--- src/rtl/spcw_pkg.sv ---
`default_nettype none
// ----------------------------------------------------------------------------
// spcw_pkg
// Types and constants shared by the smoothed person crop window block.
// ----------------------------------------------------------------------------
package spcw_pkg;

  localparam int COORD_W     = 12;  // box and region corner coordinate
  localparam int BOX_EXT_W   = 13;  // box width and height as received
  localparam int EXT_W       = 14;  // union extent, right/bottom edge
  localparam int CLASS_W     = 8;
  localparam int CFG_DIM_W   = 13;
  localparam int CFG_LEN_W   = 6;
  localparam int CFG_ADDR_W  = 3;
  localparam int CFG_DATA_W  = 13;
  localparam int CROP_X_W    = 15;
  localparam int CROP_W_W    = 14;
  localparam int OUT_EXT_W   = 13;
  localparam int CX_W        = 17;  // signed working width of the crop x
  localparam int DIV_N_W     = 27;  // dividend: frame width times region height
  localparam int DIV_D_W     = 13;
  localparam int IN_TDATA_W  = 64;
  localparam int OUT_TDATA_W = 104;

  localparam logic [CROP_W_W-1:0]  CROP_W_MAX    = 14'd16383;
  localparam logic [CLASS_W-1:0]   PERSON_CLASS  = 8'd0;
  localparam logic [DIV_D_W-1:0]   THIRD_DIVISOR = 13'd3;

  localparam logic [CFG_DIM_W-1:0] FRAME_W_RST   = 13'd1920;
  localparam logic [CFG_DIM_W-1:0] FRAME_H_RST   = 13'd1080;
  localparam logic [CFG_LEN_W-1:0] WIN_LEN_RST   = 6'd30;
  localparam logic                 SMOOTH_RST    = 1'b1;
  localparam logic                 TOP_THIRD_RST = 1'b0;

  // register indexes on the configuration port
  localparam logic [CFG_ADDR_W-1:0] REG_FRAME_W   = 3'd0;
  localparam logic [CFG_ADDR_W-1:0] REG_FRAME_H   = 3'd1;
  localparam logic [CFG_ADDR_W-1:0] REG_WIN_LEN   = 3'd2;
  localparam logic [CFG_ADDR_W-1:0] REG_SMOOTH    = 3'd3;
  localparam logic [CFG_ADDR_W-1:0] REG_TOP_THIRD = 3'd4;

  // divider operations
  typedef logic [2:0] op_t;
  localparam op_t OP_AVG_X  = 3'd0;
  localparam op_t OP_AVG_Y  = 3'd1;
  localparam op_t OP_AVG_W  = 3'd2;
  localparam op_t OP_AVG_H  = 3'd3;
  localparam op_t OP_THIRD  = 3'd4;
  localparam op_t OP_ASPECT = 3'd5;

  typedef struct packed {
    logic [5:0]           spare;
    logic [CLASS_W-1:0]   class_id;
    logic [BOX_EXT_W-1:0] box_h;
    logic [BOX_EXT_W-1:0] box_w;
    logic [COORD_W-1:0]   box_y;
    logic [COORD_W-1:0]   box_x;
  } in_word_t;

  typedef struct packed {
    logic [OUT_EXT_W-1:0] region_h;
    logic [OUT_EXT_W-1:0] region_w;
    logic [COORD_W-1:0]   region_y;
    logic [COORD_W-1:0]   region_x;
    logic [OUT_EXT_W-1:0] crop_h;
    logic [CROP_W_W-1:0]  crop_w;
    logic [COORD_W-1:0]   crop_y;
    logic [CROP_X_W-1:0]  crop_x;
  } out_word_t;

  typedef struct packed {
    logic [EXT_W-1:0]   h;
    logic [EXT_W-1:0]   w;
    logic [COORD_W-1:0] y;
    logic [COORD_W-1:0] x;
  } win_entry_t;

  typedef struct packed {
    logic upd;
    logic load_cur;
    logic div_start;
    logic div_wr;
    op_t  op;
    logic mul;
    logic fin;
    logic out_load;
  } ctrl_cmd_t;

  typedef struct packed {
    logic count_zero;
    logic smooth;
    logic top_third;
    logic div_done;
    logic out_free;
  } dp_stat_t;

endpackage
`default_nettype wire

--- src/rtl/spcw_ram.sv ---
`default_nettype none
// ----------------------------------------------------------------------------
// spcw_ram
// Single write port, single read port RAM with registered read data.
// ----------------------------------------------------------------------------
module spcw_ram #(
  parameter int WIDTH = 52,
  parameter int DEPTH = 32
) (
  input  wire logic                                     clk,
  input  wire logic                                     we,
  input  wire logic [((DEPTH > 1) ? $clog2(DEPTH) : 1)-1:0] waddr,
  input  wire logic [WIDTH-1:0]                         wdata,
  input  wire logic [((DEPTH > 1) ? $clog2(DEPTH) : 1)-1:0] raddr,
  output logic      [WIDTH-1:0]                         rdata
);

  logic [WIDTH-1:0] mem_r [DEPTH];
  logic [WIDTH-1:0] rdata_r;

  always_ff @(posedge clk) begin
    if (we) begin
      mem_r[waddr] <= wdata;
    end
    rdata_r <= mem_r[raddr];
  end

  assign rdata = rdata_r;

endmodule
`default_nettype wire

--- src/rtl/spcw_div.sv ---
`default_nettype none
// ----------------------------------------------------------------------------
// spcw_div
// Restoring unsigned divider, one quotient bit per cycle.
// ----------------------------------------------------------------------------
module spcw_div
  import spcw_pkg::*;
(
  input  wire logic               clk,
  input  wire logic               rst_n,
  input  wire logic               start,
  input  wire logic [DIV_N_W-1:0] num,
  input  wire logic [DIV_D_W-1:0] den,
  output logic      [DIV_N_W-1:0] quot,
  output logic                    done
);

  localparam int CNT_W = $clog2(DIV_N_W + 1);

  logic               busy_r, busy_nxt;
  logic               done_r, done_nxt;
  logic [CNT_W-1:0]   cnt_r, cnt_nxt;
  logic [DIV_N_W-1:0] num_r, num_nxt;
  logic [DIV_D_W-1:0] den_r, den_nxt;
  logic [DIV_D_W-1:0] rem_r, rem_nxt;
  logic [DIV_D_W:0]   rem_sh;
  logic [DIV_D_W:0]   rem_sub;
  logic               ge;

  always_comb begin
    rem_sh   = {rem_r, num_r[DIV_N_W-1]};
    rem_sub  = rem_sh - {1'b0, den_r};
    ge       = (rem_sh >= {1'b0, den_r});
    busy_nxt = busy_r;
    done_nxt = 1'b0;
    cnt_nxt  = cnt_r;
    num_nxt  = num_r;
    den_nxt  = den_r;
    rem_nxt  = rem_r;
    if (start) begin
      busy_nxt = 1'b1;
      cnt_nxt  = CNT_W'(DIV_N_W);
      num_nxt  = num;
      den_nxt  = den;
      rem_nxt  = '0;
    end else if (busy_r) begin
      // shift the quotient bit in where the dividend bit leaves
      rem_nxt = ge ? rem_sub[DIV_D_W-1:0] : rem_sh[DIV_D_W-1:0];
      num_nxt = {num_r[DIV_N_W-2:0], ge};
      cnt_nxt = cnt_r - 1'b1;
      if (cnt_r == CNT_W'(1)) begin
        busy_nxt = 1'b0;
        done_nxt = 1'b1;
      end
    end
  end

  always_ff @(posedge clk) begin
    if (!rst_n) begin
      busy_r <= 1'b0;
      done_r <= 1'b0;
      cnt_r  <= '0;
    end else begin
      busy_r <= busy_nxt;
      done_r <= done_nxt;
      cnt_r  <= cnt_nxt;
    end
  end

  always_ff @(posedge clk) begin
    num_r <= num_nxt;
    den_r <= den_nxt;
    rem_r <= rem_nxt;
  end

  assign quot = num_r;
  assign done = done_r;

endmodule
`default_nettype wire

--- src/rtl/spcw_ctrl.sv ---
`default_nettype none
// ----------------------------------------------------------------------------
// spcw_ctrl
// Sequencer for the frame-end work: window update, divisions, aspect fit.
// ----------------------------------------------------------------------------
module spcw_ctrl
  import spcw_pkg::*;
(
  input  wire logic      clk,
  input  wire logic      rst_n,
  input  wire logic      in_tvalid,
  input  wire logic      in_mode,
  output logic           in_ready,
  input  wire dp_stat_t  stat,
  output ctrl_cmd_t      cmd
);

  localparam logic [2:0] ST_IDLE  = 3'd0;
  localparam logic [2:0] ST_UPD   = 3'd1;
  localparam logic [2:0] ST_SEL   = 3'd2;
  localparam logic [2:0] ST_DIV   = 3'd3;
  localparam logic [2:0] ST_DWAIT = 3'd4;
  localparam logic [2:0] ST_MUL   = 3'd5;
  localparam logic [2:0] ST_FIN   = 3'd6;
  localparam logic [2:0] ST_OUT   = 3'd7;

  logic [2:0] state_r, state_nxt;
  op_t        op_r, op_nxt;

  always_comb begin
    state_nxt = state_r;
    op_nxt    = op_r;
    cmd       = '0;
    cmd.op    = op_r;
    in_ready  = (state_r == ST_IDLE);
    case (state_r)
      ST_IDLE: begin
        if (in_tvalid && in_mode) begin
          state_nxt = ST_UPD;
        end
      end
      ST_UPD: begin
        cmd.upd   = 1'b1;
        state_nxt = ST_SEL;
      end
      ST_SEL: begin
        if (stat.count_zero) begin
          state_nxt = ST_OUT;
        end else begin
          cmd.load_cur = 1'b1;
          if (stat.smooth) begin
            op_nxt    = OP_AVG_X;
            state_nxt = ST_DIV;
          end else if (stat.top_third) begin
            op_nxt    = OP_THIRD;
            state_nxt = ST_DIV;
          end else begin
            state_nxt = ST_MUL;
          end
        end
      end
      ST_DIV: begin
        cmd.div_start = 1'b1;
        state_nxt     = ST_DWAIT;
      end
      ST_DWAIT: begin
        if (stat.div_done) begin
          cmd.div_wr = 1'b1;
          case (op_r)
            OP_AVG_X: begin
              op_nxt    = OP_AVG_Y;
              state_nxt = ST_DIV;
            end
            OP_AVG_Y: begin
              op_nxt    = OP_AVG_W;
              state_nxt = ST_DIV;
            end
            OP_AVG_W: begin
              op_nxt    = OP_AVG_H;
              state_nxt = ST_DIV;
            end
            OP_AVG_H: begin
              if (stat.top_third) begin
                op_nxt    = OP_THIRD;
                state_nxt = ST_DIV;
              end else begin
                state_nxt = ST_MUL;
              end
            end
            OP_THIRD: state_nxt = ST_MUL;
            default:  state_nxt = ST_FIN;
          endcase
        end
      end
      ST_MUL: begin
        cmd.mul   = 1'b1;
        op_nxt    = OP_ASPECT;
        state_nxt = ST_DIV;
      end
      ST_FIN: begin
        cmd.fin   = 1'b1;
        state_nxt = ST_OUT;
      end
      ST_OUT: begin
        // hold until the output register can take the word
        if (stat.out_free) begin
          cmd.out_load = 1'b1;
          state_nxt    = ST_IDLE;
        end
      end
      default: state_nxt = ST_IDLE;
    endcase
  end

  always_ff @(posedge clk) begin
    if (!rst_n) begin
      state_r <= ST_IDLE;
      op_r    <= OP_AVG_X;
    end else begin
      state_r <= state_nxt;
      op_r    <= op_nxt;
    end
  end

endmodule
`default_nettype wire

--- src/rtl/spcw_dp.sv ---
`default_nettype none
// ----------------------------------------------------------------------------
// spcw_dp
// Datapath: configuration, box union, window store and sums, shared divider,
// aspect fit and output register.
// ----------------------------------------------------------------------------
module spcw_dp
  import spcw_pkg::*;
#(
  parameter int WINDOW_DEPTH = 32
) (
  input  wire logic                   clk,
  input  wire logic                   rst_n,
  input  wire logic                   cfg_we,
  input  wire logic [CFG_ADDR_W-1:0]  cfg_addr,
  input  wire logic [CFG_DATA_W-1:0]  cfg_wdata,
  input  wire logic                   in_fire,
  input  wire logic                   in_mode,
  input  wire in_word_t               in_data,
  input  wire ctrl_cmd_t              cmd,
  output dp_stat_t                    stat,
  output logic                        out_tvalid,
  input  wire logic                   out_tready,
  output logic [OUT_TDATA_W-1:0]      out_tdata,
  output logic                        out_tuser
);

  localparam int PTR_W  = (WINDOW_DEPTH > 1) ? $clog2(WINDOW_DEPTH) : 1;
  localparam int CNT_W  = $clog2(WINDOW_DEPTH + 1);
  localparam int LEN_W  = (CNT_W > CFG_LEN_W) ? CNT_W : CFG_LEN_W;
  localparam int SUMC_W = COORD_W + $clog2(WINDOW_DEPTH);
  localparam int SUME_W = EXT_W + $clog2(WINDOW_DEPTH);

  localparam logic [PTR_W-1:0] PTR_LAST = PTR_W'(WINDOW_DEPTH - 1);
  localparam logic [PTR_W:0]   PTR_WRAP = (PTR_W + 1)'(WINDOW_DEPTH);
  localparam logic [CNT_W-1:0] CNT_FULL = CNT_W'(WINDOW_DEPTH);
  localparam logic [LEN_W-1:0] LEN_MAX  = LEN_W'(WINDOW_DEPTH);

  // configuration
  logic [CFG_DIM_W-1:0] frame_w_r, frame_w_nxt;
  logic [CFG_DIM_W-1:0] frame_h_r, frame_h_nxt;
  logic [CFG_LEN_W-1:0] win_len_r, win_len_nxt;
  logic                 smooth_r, smooth_nxt;
  logic                 top_third_r, top_third_nxt;

  // union of this frame's person boxes
  logic [COORD_W-1:0] uleft_r, uleft_nxt;
  logic [COORD_W-1:0] utop_r, utop_nxt;
  logic [EXT_W-1:0]   uright_r, uright_nxt;
  logic [EXT_W-1:0]   ubottom_r, ubottom_nxt;
  logic               upresent_r, upresent_nxt;
  logic [EXT_W-1:0]   box_r, box_b;
  logic               box_take;

  // window
  logic [PTR_W-1:0]  ptr_r, ptr_nxt;
  logic [CNT_W-1:0]  count_r, count_nxt;
  logic [SUMC_W-1:0] sum_x_r, sum_x_nxt;
  logic [SUMC_W-1:0] sum_y_r, sum_y_nxt;
  logic [SUME_W-1:0] sum_w_r, sum_w_nxt;
  logic [SUME_W-1:0] sum_h_r, sum_h_nxt;
  win_entry_t        cur, cur_r, cur_nxt, old;
  logic [LEN_W-1:0]  len_raw, len_eff, cnt_ext;
  logic              remove, append;
  logic [PTR_W-1:0]  ptr_inc, ptr1, waddr;
  logic [CNT_W-1:0]  cnt1;
  logic [PTR_W:0]    wsum;
  logic [$bits(win_entry_t)-1:0] ram_rdata;

  // region, divider and aspect fit
  logic [COORD_W-1:0]  rx_r, rx_nxt;
  logic [COORD_W-1:0]  ry_r, ry_nxt;
  logic [EXT_W-1:0]    rw_r, rw_nxt;
  logic [EXT_W-1:0]    rh_r, rh_nxt;
  logic [DIV_N_W-1:0]  prod_r, prod_nxt;
  logic [CROP_W_W-1:0] cw_r, cw_nxt;
  logic [CROP_X_W-1:0] cx_r, cx_nxt;
  logic [DIV_N_W-1:0]  div_num, q;
  logic [DIV_D_W-1:0]  div_den, fh_eff;
  logic                div_done;
  logic signed [CX_W-1:0] cw_s, rw_s, rx_s, fw_s, diff_s, half_s, cx0_s, cx1_s, cx2_s;

  // output register
  logic                   out_valid_r, out_valid_nxt;
  logic [OUT_TDATA_W-1:0] out_data_r, out_data_nxt;
  logic                   out_user_r, out_user_nxt;
  out_word_t              ow;

  // ---------------------------------------------------------------- config
  always_comb begin
    frame_w_nxt   = frame_w_r;
    frame_h_nxt   = frame_h_r;
    win_len_nxt   = win_len_r;
    smooth_nxt    = smooth_r;
    top_third_nxt = top_third_r;
    if (cfg_we) begin
      case (cfg_addr)
        REG_FRAME_W:   frame_w_nxt   = cfg_wdata[CFG_DIM_W-1:0];
        REG_FRAME_H:   frame_h_nxt   = cfg_wdata[CFG_DIM_W-1:0];
        REG_WIN_LEN:   win_len_nxt   = cfg_wdata[CFG_LEN_W-1:0];
        REG_SMOOTH:    smooth_nxt    = cfg_wdata[0];
        REG_TOP_THIRD: top_third_nxt = cfg_wdata[0];
        default: ;
      endcase
    end
  end

  // ---------------------------------------------------------------- union
  always_comb begin
    box_r    = {2'b00, in_data.box_x} + {1'b0, in_data.box_w};
    box_b    = {2'b00, in_data.box_y} + {1'b0, in_data.box_h};
    box_take = in_fire && !in_mode && (in_data.class_id == PERSON_CLASS) &&
               (in_data.box_w != '0) && (in_data.box_h != '0);
    uleft_nxt    = uleft_r;
    utop_nxt     = utop_r;
    uright_nxt   = uright_r;
    ubottom_nxt  = ubottom_r;
    upresent_nxt = upresent_r;
    if (cmd.upd) begin
      uleft_nxt    = '0;
      utop_nxt     = '0;
      uright_nxt   = '0;
      ubottom_nxt  = '0;
      upresent_nxt = 1'b0;
    end else if (box_take) begin
      upresent_nxt = 1'b1;
      if (!upresent_r || in_data.box_x < uleft_r) uleft_nxt = in_data.box_x;
      if (!upresent_r || in_data.box_y < utop_r) utop_nxt = in_data.box_y;
      if (!upresent_r || box_r > uright_r) uright_nxt = box_r;
      if (!upresent_r || box_b > ubottom_r) ubottom_nxt = box_b;
    end
  end

  // ---------------------------------------------------------------- window
  always_comb begin
    cur.x = upresent_r ? uleft_r : '0;
    cur.y = upresent_r ? utop_r : '0;
    cur.w = upresent_r ? (uright_r - {2'b00, uleft_r}) : '0;
    cur.h = upresent_r ? (ubottom_r - {2'b00, utop_r}) : '0;
    old   = win_entry_t'(ram_rdata);

    len_raw = LEN_W'(win_len_r);
    if (len_raw == '0) begin
      len_eff = LEN_W'(1);
    end else if (len_raw > LEN_MAX) begin
      len_eff = LEN_MAX;
    end else begin
      len_eff = len_raw;
    end
    cnt_ext = LEN_W'(count_r);

    remove  = ((cnt_ext >= len_eff) || !upresent_r) && (count_r != '0);
    ptr_inc = (ptr_r == PTR_LAST) ? '0 : ptr_r + 1'b1;
    ptr1    = remove ? ptr_inc : ptr_r;
    cnt1    = count_r - CNT_W'(remove);
    append  = upresent_r && (cnt1 < CNT_FULL);
    wsum    = {1'b0, ptr1} + {1'b0, cnt1[PTR_W-1:0]};
    waddr   = (wsum >= PTR_WRAP) ? PTR_W'(wsum - PTR_WRAP) : wsum[PTR_W-1:0];

    ptr_nxt   = ptr_r;
    count_nxt = count_r;
    sum_x_nxt = sum_x_r;
    sum_y_nxt = sum_y_r;
    sum_w_nxt = sum_w_r;
    sum_h_nxt = sum_h_r;
    cur_nxt   = cur_r;
    if (cmd.upd) begin
      // drop the oldest entry if due and append this frame's union, if any, in one go
      ptr_nxt   = ptr1;
      count_nxt = cnt1 + CNT_W'(append);
      sum_x_nxt = sum_x_r - (remove ? SUMC_W'(old.x) : '0) + (append ? SUMC_W'(cur.x) : '0);
      sum_y_nxt = sum_y_r - (remove ? SUMC_W'(old.y) : '0) + (append ? SUMC_W'(cur.y) : '0);
      sum_w_nxt = sum_w_r - (remove ? SUME_W'(old.w) : '0) + (append ? SUME_W'(cur.w) : '0);
      sum_h_nxt = sum_h_r - (remove ? SUME_W'(old.h) : '0) + (append ? SUME_W'(cur.h) : '0);
      cur_nxt   = cur;
    end
  end

  spcw_ram #(
    .WIDTH ($bits(win_entry_t)),
    .DEPTH (WINDOW_DEPTH)
  ) u_store (
    .clk   (clk),
    .we    (cmd.upd && append),
    .waddr (waddr),
    .wdata (cur),
    .raddr (ptr_r),
    .rdata (ram_rdata)
  );

  // ---------------------------------------------------------------- divide
  always_comb begin
    fh_eff = (frame_h_r == '0) ? DIV_D_W'(1) : frame_h_r;
    case (cmd.op)
      OP_AVG_X: begin
        div_num = DIV_N_W'(sum_x_r);
        div_den = DIV_D_W'(count_r);
      end
      OP_AVG_Y: begin
        div_num = DIV_N_W'(sum_y_r);
        div_den = DIV_D_W'(count_r);
      end
      OP_AVG_W: begin
        div_num = DIV_N_W'(sum_w_r);
        div_den = DIV_D_W'(count_r);
      end
      OP_AVG_H: begin
        div_num = DIV_N_W'(sum_h_r);
        div_den = DIV_D_W'(count_r);
      end
      OP_THIRD: begin
        div_num = DIV_N_W'(rw_r);
        div_den = THIRD_DIVISOR;
      end
      default: begin
        div_num = prod_r;
        div_den = fh_eff;
      end
    endcase
  end

  spcw_div u_div (
    .clk   (clk),
    .rst_n (rst_n),
    .start (cmd.div_start),
    .num   (div_num),
    .den   (div_den),
    .quot  (q),
    .done  (div_done)
  );

  // ---------------------------------------------------------------- region
  always_comb begin
    cw_s   = $signed({{(CX_W - CROP_W_W){1'b0}}, cw_r});
    rw_s   = $signed({{(CX_W - EXT_W){1'b0}}, rw_r});
    rx_s   = $signed({{(CX_W - COORD_W){1'b0}}, rx_r});
    fw_s   = $signed({{(CX_W - CFG_DIM_W){1'b0}}, frame_w_r});
    diff_s = cw_s - rw_s;
    half_s = diff_s >>> 1;
    cx0_s  = rx_s - half_s;
    cx1_s  = (cx0_s < 0) ? '0 : cx0_s;
    cx2_s  = ((cx1_s + cw_s) > fw_s) ? (fw_s - cw_s) : cx1_s;

    rx_nxt   = rx_r;
    ry_nxt   = ry_r;
    rw_nxt   = rw_r;
    rh_nxt   = rh_r;
    prod_nxt = prod_r;
    cw_nxt   = cw_r;
    cx_nxt   = cx_r;
    if (cmd.load_cur) begin
      rx_nxt = cur_r.x;
      ry_nxt = cur_r.y;
      rw_nxt = cur_r.w;
      rh_nxt = cur_r.h;
    end
    if (cmd.div_wr) begin
      case (cmd.op)
        OP_AVG_X: rx_nxt = q[COORD_W-1:0];
        OP_AVG_Y: ry_nxt = q[COORD_W-1:0];
        OP_AVG_W: rw_nxt = q[EXT_W-1:0];
        OP_AVG_H: rh_nxt = q[EXT_W-1:0];
        OP_THIRD: begin
          // square the region and lift it by a third of its width
          rh_nxt = rw_r;
          ry_nxt = (EXT_W'(ry_r) >= q[EXT_W-1:0]) ? (ry_r - q[COORD_W-1:0]) : '0;
        end
        default: cw_nxt = (q > DIV_N_W'(CROP_W_MAX)) ? CROP_W_MAX : q[CROP_W_W-1:0];
      endcase
    end
    if (cmd.mul) begin
      prod_nxt = frame_w_r * rh_r;
    end
    if (cmd.fin) begin
      cx_nxt = cx2_s[CROP_X_W-1:0];
    end
  end

  // ---------------------------------------------------------------- output
  always_comb begin
    ow.crop_x   = cx_r;
    ow.crop_y   = ry_r;
    ow.crop_w   = cw_r;
    ow.crop_h   = rh_r[OUT_EXT_W-1:0];
    ow.region_x = rx_r;
    ow.region_y = ry_r;
    ow.region_w = rw_r[OUT_EXT_W-1:0];
    ow.region_h = rh_r[OUT_EXT_W-1:0];

    out_valid_nxt = out_valid_r;
    out_data_nxt  = out_data_r;
    out_user_nxt  = out_user_r;
    if (cmd.out_load) begin
      out_valid_nxt = 1'b1;
      out_user_nxt  = (count_r != '0);
      out_data_nxt  = (count_r != '0) ? OUT_TDATA_W'(ow) : '0;
    end else if (out_valid_r && out_tready) begin
      out_valid_nxt = 1'b0;
    end
  end

  always_ff @(posedge clk) begin
    if (!rst_n) begin
      frame_w_r   <= FRAME_W_RST;
      frame_h_r   <= FRAME_H_RST;
      win_len_r   <= WIN_LEN_RST;
      smooth_r    <= SMOOTH_RST;
      top_third_r <= TOP_THIRD_RST;
      uleft_r     <= '0;
      utop_r      <= '0;
      uright_r    <= '0;
      ubottom_r   <= '0;
      upresent_r  <= 1'b0;
      ptr_r       <= '0;
      count_r     <= '0;
      sum_x_r     <= '0;
      sum_y_r     <= '0;
      sum_w_r     <= '0;
      sum_h_r     <= '0;
      out_valid_r <= 1'b0;
    end else begin
      frame_w_r   <= frame_w_nxt;
      frame_h_r   <= frame_h_nxt;
      win_len_r   <= win_len_nxt;
      smooth_r    <= smooth_nxt;
      top_third_r <= top_third_nxt;
      uleft_r     <= uleft_nxt;
      utop_r      <= utop_nxt;
      uright_r    <= uright_nxt;
      ubottom_r   <= ubottom_nxt;
      upresent_r  <= upresent_nxt;
      ptr_r       <= ptr_nxt;
      count_r     <= count_nxt;
      sum_x_r     <= sum_x_nxt;
      sum_y_r     <= sum_y_nxt;
      sum_w_r     <= sum_w_nxt;
      sum_h_r     <= sum_h_nxt;
      out_valid_r <= out_valid_nxt;
    end
  end

  always_ff @(posedge clk) begin
    cur_r      <= cur_nxt;
    rx_r       <= rx_nxt;
    ry_r       <= ry_nxt;
    rw_r       <= rw_nxt;
    rh_r       <= rh_nxt;
    prod_r     <= prod_nxt;
    cw_r       <= cw_nxt;
    cx_r       <= cx_nxt;
    out_data_r <= out_data_nxt;
    out_user_r <= out_user_nxt;
  end

  always_comb begin
    stat.count_zero = (count_r == '0);
    stat.smooth     = smooth_r;
    stat.top_third  = top_third_r;
    stat.div_done   = div_done;
    stat.out_free   = !out_valid_r || out_tready;
  end

  assign out_tvalid = out_valid_r;
  assign out_tdata  = out_data_r;
  assign out_tuser  = out_user_r;

endmodule
`default_nettype wire

--- src/rtl/smoothed_person_crop_window_core.sv ---
`default_nettype none
// A box word gives no result; it is folded into the frame union in the cycle
// it is accepted. A frame-end word gives its result after the window update for
// an empty window, else after 1 to 6 passes of the shared radix-2 divider (four
// averages when smoothing, one for the top third, one for the aspect fit). Input
// is held off meanwhile.
// Reset (rst_n low at a clock edge) empties the window and the union and
// restores the default register values; the window RAM itself is not cleared.
// ----------------------------------------------------------------------------
// smoothed_person_crop_window_core
// Auto-framing crop: union of person boxes per frame, moving average over a
// window of frames, optional top-third reshape and aspect-ratio fit.
// ----------------------------------------------------------------------------
module smoothed_person_crop_window_core
  import spcw_pkg::*;
#(
  parameter int WINDOW_DEPTH = 32
) (
  input  wire logic                   clk,
  input  wire logic                   rst_n,
  input  wire logic                   cfg_we,
  input  wire logic [CFG_ADDR_W-1:0]  cfg_addr,
  input  wire logic [CFG_DATA_W-1:0]  cfg_wdata,
  input  wire logic                   in_tvalid,
  output logic                        in_tready,
  // box_x[11:0], box_y[23:12], box_w[36:24], box_h[49:37], class_id[57:50]
  input  wire logic [IN_TDATA_W-1:0]  in_tdata,
  // mode[0]: 0 box word, 1 end of frame
  input  wire logic                   in_tuser,
  output logic                        out_tvalid,
  input  wire logic                   out_tready,
  // crop_x[14:0], crop_y[26:15], crop_w[40:27], crop_h[53:41],
  // region_x[65:54], region_y[77:66], region_w[90:78], region_h[103:91]
  output logic [OUT_TDATA_W-1:0]      out_tdata,
  // crop_valid[0]
  output logic                        out_tuser
);

  ctrl_cmd_t cmd;
  dp_stat_t  stat;
  logic      in_ready;

  assign in_tready = in_ready;

  spcw_ctrl u_ctrl (
    .clk       (clk),
    .rst_n     (rst_n),
    .in_tvalid (in_tvalid),
    .in_mode   (in_tuser),
    .in_ready  (in_ready),
    .stat      (stat),
    .cmd       (cmd)
  );

  spcw_dp #(
    .WINDOW_DEPTH (WINDOW_DEPTH)
  ) u_dp (
    .clk        (clk),
    .rst_n      (rst_n),
    .cfg_we     (cfg_we),
    .cfg_addr   (cfg_addr),
    .cfg_wdata  (cfg_wdata),
    .in_fire    (in_tvalid && in_ready),
    .in_mode    (in_tuser),
    .in_data    (in_word_t'(in_tdata)),
    .cmd        (cmd),
    .stat       (stat),
    .out_tvalid (out_tvalid),
    .out_tready (out_tready),
    .out_tdata  (out_tdata),
    .out_tuser  (out_tuser)
  );

endmodule
`default_nettype wire

--- config.mk ---
export PLATFORM = sky130hd
export DESIGN_NAME = smoothed_person_crop_window_core
export DESIGN_NICKNAME = d
export VERILOG_FILES = /design/src/rtl/spcw_pkg.sv /design/src/rtl/spcw_ram.sv /design/src/rtl/spcw_div.sv /design/src/rtl/spcw_ctrl.sv /design/src/rtl/spcw_dp.sv /design/src/rtl/smoothed_person_crop_window_core.sv
export SDC_FILE = /design/constraint.sdc
export NUM_CORES = 2
export LEC_CHECK = 0
export BUFFER_PORTS_ARGS = -buffer_cell sky130_fd_sc_hd__buf_2
export CAP_MARGIN = 5
export CORE_MARGIN = 2
export CORE_UTILIZATION = 63
export CTS_BUF_LIST = sky130_fd_sc_hd__clkbuf_8 sky130_fd_sc_hd__clkbuf_16
export CTS_CLUSTER_SIZE = 16
export DETAILED_ROUTE_END_ITERATION = 10
export PLACE_DENSITY = 0.8
export SKIP_LAST_GASP = 1
export SLEW_MARGIN = 20
export SYNTH_ARGS = -nofsm -noshare
export SYNTH_HDL_FRONTEND = slang
export SYNTH_SLANG_ARGS = --single-unit
--- constraint.sdc ---
create_clock -name clk -period 11.2 [get_ports clk]
set_input_delay 1.12 -clock clk [delete_from_list [all_inputs] [get_ports clk]]
set_output_delay 1.12 -clock clk [all_outputs]
set_load 0.005 [all_outputs]
* After elaboration in Yosys (flattened, before gate mapping)
Memories as Yosys holds them, arrays and structs flattened. A register that Yosys moved wholly into a read port is not among the register bits.
Cells that the tools add are included.
** Storage, ports and cells
- Memory bits (writable) :: 1664
- Register bits :: 502
- Memories :: 1
- Output and inout bits :: 107
- Input bits :: 86
- Word-level logic and storage cells :: 225
** Memory list
- u_dp.u_store.mem_r :: depth 32, width 52, read ports 1, clocked after Yosys merged registers in 1, wr ports 1, RTL line spcw_ram.sv:18 : logic [WIDTH-1:0] mem_r [DEPTH];
** Operators by class
- Bitwise logic cells :: 3
- Eq/ne operators :: 22
- Add/sub/neg operators :: 24
- Reduce and logical (&&, ||, !) cells :: 50
- Multiplexer cells :: 72
- $mul :: 1
- Magnitude comparators :: 13
** Operator list (number)
- $mux W14 :: 11
- $mux W12 :: 12
- $pmux W27 S5 :: 1
- $mux W27 :: 2
- $add A19 B19 Y19 :: 2
- $sub A19 B19 Y19 :: 2
- $add A17 B17 Y17 :: 2
- $sub A17 B17 Y17 :: 2
- $mux W3 :: 10
- $sub A13 B14 Y15 :: 2
- $add A12 B13 Y14 :: 2
- $gt A14 B14 Y1 :: 2
- $pmux W14 S2 :: 1
- $sub A14 B12 Y14 :: 2
- $gt A27 B14 Y1 const B :: 1
- $mul A13 B14 Y27 :: 1
- $mux W13 :: 2
- $pmux W13 S2 :: 1
- $reduce_bool A13 Y1 :: 2
- $mux W5 :: 5
- $lt A12 B12 Y1 :: 2
- $pmux W12 S2 :: 1
- $pmux W3 S8 :: 1
- $reduce_and A2 Y1 :: 10
- other kinds (48) :: 106

* Logic depth before layout (Yosys ltp)
- Depth after elaboration :: 12
- Gate-level depth with buffers :: 37
- Mapped depth without buffers :: 34

* Modules after synthesis
A second synthesis with hierarchy kept.
** Unflattened totals
- Cells, all modules :: 7808
- Area, all modules :: 103842.1 um2
** By module, submodules not included
- spcw_ram :: seq. area each 51008.9 um2, times used 1, cells an instance 3641, area an instance 65723.0 um2
- spcw_dp :: seq. area each 10109.7 um2, times used 1, cells an instance 3815, area an instance 34449.3 um2
- spcw_div :: seq. area each 1601.5 um2, times used 1, cells an instance 281, area an instance 3151.8 um2
- spcw_ctrl :: seq. area each 120.1 um2, times used 1, cells an instance 70, area an instance 511.7 um2
- smoothed_person_crop_window_core :: seq. area each 0.0 um2, times used 1, cells an instance 1, area an instance 6.3 um2

* Least setup slack after synthesis
No wires, ideal clock.
- Path type :: reg-to-reg
- Start :: register u_dp.win_len_r[1], in the netlist u_dp.len_raw[1]
- End :: memory u_dp.u_store.mem_r[0][0], enable pin
- Path buffers :: 3
- Stages on the path, launching flop included :: 23
- Required time :: 10.674 ns
- Path slack :: 3.261 ns
- Period minus slack after synthesis :: 7.939 ns
- Arrival :: 7.413 ns
- Library setup time :: 0.526 ns
- Cell sequence :: dfxtp_1 > nor4_1 > nor2_1 > nor2_1 > ha_1 > nand2b_1 > a21o_1 > a21o_1 > a21oi_1 > o22ai_1 > clkbuf_1 > ha_1 > ha_1 > clkbuf_1 > nand2b_1 > nand2_1 > ha_1 > a21o_1 > a21oi_1 > xnor2_1 > xnor2_1 > buf_2 > nor3_1
** Between the ends
- Longest elaborated chain between the ends :: 12
- Elaborated cells on any way between the ends :: 18
- Classes of those cells :: 3 x add/sub; 4 x order compare; 6 x mux; 5 x reduce/logical
** Ends and longest elaborated chain
- start: declaration :: RTL line spcw_dp.sv:42 : logic [CFG_LEN_W-1:0] win_len_r, win_len_nxt;
- start signal: assignment :: RTL line spcw_dp.sv:324 : win_len_r <= win_len_nxt;
- $gt A6 B6 Y1 :: RTL line spcw_dp.sv:145 : end else if (len_raw > LEN_MAX) begin
- $mux W6 :: RTL line spcw_dp.sv:145
- $mux W6 (*) :: RTL line spcw_dp.sv:143 : if (len_raw == '0) begin
- $ge A6 B6 Y1 (*) :: RTL line spcw_dp.sv:152 : remove = ((cnt_ext >= len_eff) || !upresent_r) && (count_r != '0);
- $logic_or A1 B1 Y1 (*) :: RTL line spcw_dp.sv:152
- $logic_and A1 B1 Y1 (*) :: RTL line spcw_dp.sv:152
- branches (longest 6 deep; another with $sub A6 B1 Y6)
- end: declaration :: RTL line spcw_ram.sv:18
Mark *: on every way between the ends.

* Worst setup path in the final report
- Start :: register u_dp.cw_r[1]
- End :: register u_dp.cx_r[9] (data pin)
** Between the ends
- Longest elaborated chain between the ends :: 7
- Elaborated cells on any way between the ends :: 8
- Classes of those cells :: 4 x add/sub; 2 x order compare; 2 x mux
** Ends and longest elaborated chain
- start: declaration :: RTL line spcw_dp.sv:76 : logic [CROP_W_W-1:0] cw_r, cw_nxt;
- start signal: assignment :: RTL line spcw_dp.sv:349 : cw_r <= cw_nxt;
- $sub A14 B14 Y15 :: RTL line spcw_dp.sv:238 : diff_s = cw_s - rw_s;
- $sub A13 B14 Y15 :: RTL line spcw_dp.sv:240 : cx0_s = rx_s - half_s;
- $lt A17 B1 Y1 :: RTL line spcw_dp.sv:241 : cx1_s = (cx0_s < 0) ? '0 : cx0_s;
- $mux W17 :: RTL line spcw_dp.sv:241
- $add A17 B15 Y17 :: RTL line spcw_dp.sv:242 : cx2_s = ((cx1_s + cw_s) > fw_s) ? (fw_s - cw_s) : cx1_s;
- $gt A17 B14 Y1 :: RTL line spcw_dp.sv:242
- $mux W15 (*) :: RTL line spcw_dp.sv:242
- net u_dp.cx2_s[9] :: RTL line spcw_dp.sv:81 : logic signed [CX_W-1:0] cw_s, rw_s, rx_s, fw_s, diff_s, half_s, cx0_s, cx1_s, cx2_s;
- end signal: assignment :: RTL line spcw_dp.sv:350 : cx_r <= cx_nxt;
- end: declaration :: RTL line spcw_dp.sv:77 : logic [CROP_X_W-1:0] cx_r, cx_nxt;
Mark *: on every way through the listed nets, which the timed path passes. The rest lies on a longest branch.
A chain may end at the register's enable or synchronous reset.

==> Implementation_results.wiki <==
{| class="wikitable"
! Metric !! Value
|-
| CTS Root Cell || clkbuf_16
|-
| Final critical-path required period || 8.17 ns
|-
| Pin count of the biggest net entering global routing || 130
|-
| Filler Cells Inserted || 10500
|-
| Static leakage || 38.1 nW
|-
| Synthesized Nets || 8171
|-
| Clock-pin transition on the worst setup and hold timing paths || 0.06 ns
|-
| Max stage delay on crit path || 0.71 ns
|-
| #FFs+latches synth || 2193
|-
| Total CTS buffers || 211
|-
| P_sw || 10.4 mW
|-
| Startpoint kind of the worst setup timing path || flip-flop
|-
| Final Core Density || 0.698
|-
| CTS tree || yes
|-
| Final setup margin || 3.03 ns
|-
| Number of instances in the synthesized netlist || 7540
|-
| Cell type with the largest total area after synthesis || edfxtp_1
|-
| Setup repair after global routing missed its margin || false
|-
| Average vias per placed instance || 6.64
|-
| Peak supply drop || 0.262 mV
|-
| Final total power || 27.8 mW
|-
| Cell types with the largest area share after synthesis || edfxtp_1, dfxtp_1, mux4_2
|-
| Crit path required time || 11.82 ns
|-
| Routed Antenna Nets || 0
|-
| Post-Place Setup Slack || 3.07 ns
|-
| Source-to-sink clock delay at the later pin of the worst-skew pair || 0.89 ns
|-
| All-Layer GR Usage || 0.343
|-
| Number of maximum-capacitance violations || 0
|-
| Row cnt || 148
|-
| Average routed wire per standard cell || 28.6 um
|-
| Count of hold buffers inserted by post-cts repair || 0
|-
| Area share of the leading cell type in the synthesized netlist || 0.551
|-
| Most used flip-flop cell after synthesis || edfxtp_1
|-
| Clock power frac || 0.255
|-
| Share of total power in sequential cells || 0.355
|-
| Summed area of non-filler cells in the final layout || 114000 um^2
|-
| Number of antenna violations at the first check in global routing || 23
|-
| Starting density of the core || 0.634
|-
| DIE AREA || 167000 um^2
|-
| Worst hold path type || flip-flop to flip-flop
|-
| Total Wirelength || 288000 um
|-
| Die span in x || 409 um
|-
| Summed negative setup slack over all endpoints || 0 ns
|-
| Largest buffer count on any clock path || 3
|-
| Data arrival time of the critical path || 8.78 ns
|-
| Wire length of the first global-routing pass || 421000 um
|-
| CTS H-Tree Depth || 4
|-
| Highest net fanout along the worst path || 19
|-
| Number of DRC violations after detailed-routing iteration 0 || 8470
|-
| Worst hold margin || 0.481 ns
|-
| Initial DRT Pass Iterations || 7
|-
| Worst setup path class || flip-flop to flip-flop
|-
| Quantity of I/O buffers inserted on ports || 186
|-
| Cell internal pwr || 17.5 mW
|-
| Share of power burned in combinational logic || 0.391
|-
| Number of hold violations in the final report || 0
|-
| Total placed cells including tap cells || 9654
|-
| Number of remaining DRC errors || 0
|-
| Pins Over Slew Limit || 0
|-
| Vias post-DR || 66800
|-
| Fraction of power spent switching nets || 0.372
|-
| Combined area of the multi-input logic cells || 37200 um^2
|-
| Number of failing setup endpoints in the final timing report || 0
|-
| Number of enable-type register cells in the synthesized netlist || 1892
|-
| Status || finished clean
|-
| Post-route clock skew || 0.0742 ns
|-
| Period utilization || 0.729
|-
| Count of different cell masters after synthesis || 93
|-
| Clock sink count || 2193
|-
| Post-synth design cell area || 103000 um^2
|-
| Number of resized instances in the post-cts repair step || 0
|-
| Slew headroom || 0.192
|-
| Element type at the critical path end || flip-flop
|-
| Library cell appearing most often on the critical path || ha_1
|-
| Async SR Flop Fraction || 0
|-
| Dpl hpwl || 171000 um
|-
| Die height || 409 um
|-
| Worst Tran Pin Value || 1.21 ns
|-
| Area added between synthesis and finish || 10.1%
|-
| Fraction of layout cells with a size suffix above 1 || 0.138
|-
| Number of warnings issued by yosys || 0
|-
| Sequential cell area fraction in the yosys report || 0.609
|-
| Placeable core region || 163000 um^2
|-
| Average size of a mapped cell || 13.7 um^2
|-
| Final RePlAce weighted congestion || 0.955
|-
| FMAX || 122 MHz
|-
| Register cell area after layout || 62900 um^2
|-
| Total gr overflow || 0
|-
| Number of I/O pins || 193
|-
| Post-CTS repair timing setup buffer count || 0
|-
| Number of standard cells in the layout, taps in and fillers out || 10100
|-
| Power per cell area || 245 nW/um^2
|-
| Placement Cell Area || 107000 um^2
|-
| Net count reported at finish || 8323
|-
| Worst path slowest cell || o21a_1
|-
| Vias in the first global route || 66400
|}
[layout by cell type (no fill, tap or decap), types with 69 or more instances in the layout]
cell type  synthesis  routed
a21oi_1          315     313
and2_1           256     233
buf_2             22     185
buf_4             27     131
clkbuf_16          0     213
dfxtp_1          301     294
edfxtp_1        1892    1892
fa_1             195     195
ha_1             350     350
inv_1            498     562
mux2_2           116     116
mux2i_1          443     443
mux4_2           219     219
nand2_1          681     679
nand3_1           83      83
nor2_1           237     235
nor3_1           103      69
o21ai_0          280     280
o21ai_1           74      74
o221ai_1         159     159
o22ai_1           91      90
xnor2_1          104     102
[cell families after synthesis]
family	Yosys count	synth area share
AO/OA/AOI/OAI	1332	0.0833
XOR/XNOR	172	0.0146
adder cells (fa/ha/maj)	545	0.0803
buffers and inverters	887	0.0336
flip-flops	2193	0.609
multiplexers	778	0.103
AND/OR/NAND/NOR	1633	0.0758
[synth_stat cells, types with 27 or more instances]
| library cell | instances |
|---|---|
| a21boi_0 | 50 |
| a21o_1 | 62 |
| a21oi_1 | 315 |
| a31oi_1 | 28 |
| and2_1 | 256 |
| and3_1 | 34 |
| buf_1 | 71 |
| buf_4 | 27 |
| clkbuf_1 | 261 |
| dfxtp_1 | 301 |
| edfxtp_1 | 1892 |
| fa_1 | 195 |
| ha_1 | 350 |
| inv_1 | 498 |
| mux2_2 | 116 |
| mux2i_1 | 443 |
| mux4_2 | 219 |
| nand2_1 | 681 |
| nand2b_1 | 40 |
| nand3_1 | 83 |
| nand4_1 | 31 |
| nor2_1 | 237 |
| nor2b_1 | 49 |
| nor3_1 | 103 |
| o211ai_1 | 39 |
| o21a_1 | 28 |
| o21ai_0 | 280 |
| o21ai_1 | 74 |
| o221ai_1 | 159 |
| o22ai_1 | 91 |
| xnor2_1 | 104 |
| xor2_1 | 68 |
[final cells by class]
cell class | instances | share of cell area
repair buffers | 321 | 0.0176
multi-input cells | 4460 | 0.327
well taps | 2175 | 0.0239
inverters | 505 | 0.0167
clock buffers | 225 | 0.0483
flip-flops and latches | 2193 | 0.553
clock inverters | 171 | 0.0128
diodes | 4 | 0.0000881
[flip-flops by register name, summed over array words and instances (netlist names), 15 cells and up]
signal / cells
u_dp.cur_r: 52
u_dp.cx_r: 15
u_dp.out_tdata: 79
u_dp.prod_r: 27
u_dp.sum_h_r: 19
u_dp.sum_w_r: 19
u_dp.sum_x_r: 17
u_dp.sum_y_r: 17
u_dp.u_div.quot: 27
u_dp.u_store.mem_r: 1664
u_dp.u_store.rdata: 52
[worst paths after layout]
check | start | to | slack (ns) | depth (start not counted)
max | u_dp.cw_r[1] | u_dp.cx_r[9] | 3.03 | 32
min | u_dp.frame_h_r[0] | u_dp.frame_h_r[0] | 0.48 | 2
max reg2reg | u_dp.cw_r[1] | u_dp.cx_r[9] | 3.03 | 32
min reg2reg | u_dp.frame_h_r[0] | u_dp.frame_h_r[0] | 0.48 | 2
[power by group through the flow]
stage               registers, mW  clock network [mW]  logic [mW]
floorplan                    9.54                   0        8.13
global placement             10.0                   0        10.4
detailed placement           10.0                   0        10.6
CTS                          9.83                7.13        10.7
global route                 9.87                7.44        11.9
finish                       9.87                7.08        10.9
[critical path: cells and delay by family, from the launching register on]
| family | cells | cell delay [ns] |
|---|---|---|
| AND/OR/NAND/NOR | 12 | 1.97 |
| adder cells (fa/ha/maj) | 5 | 1.66 |
| flip-flops | 1 | 0.54 |
| multiplexers | 1 | 0.42 |
| XOR/XNOR | 1 | 0.15 |
| AO/OA/AOI/OAI | 13 | 3.18 |
[metal layers]
| layer | routed length, um | up-vias | GRT usage | part of all wire |
|---|---|---|---|---|
| met3 | 32700 | 851 | 0.0732 | 0.11 |
| met2 | 135000 | 4382 | 0.545 | 0.47 |
| met4 | 17800 | 2 | 0.187 | 0.062 |
| met5 | 13 | - | 0 | 0.000045 |
| li1 | - | 28400 | - | - |
| met1 | 103000 | 33200 | 0.443 | 0.36 |
Power figures use the tool's default switching activity.
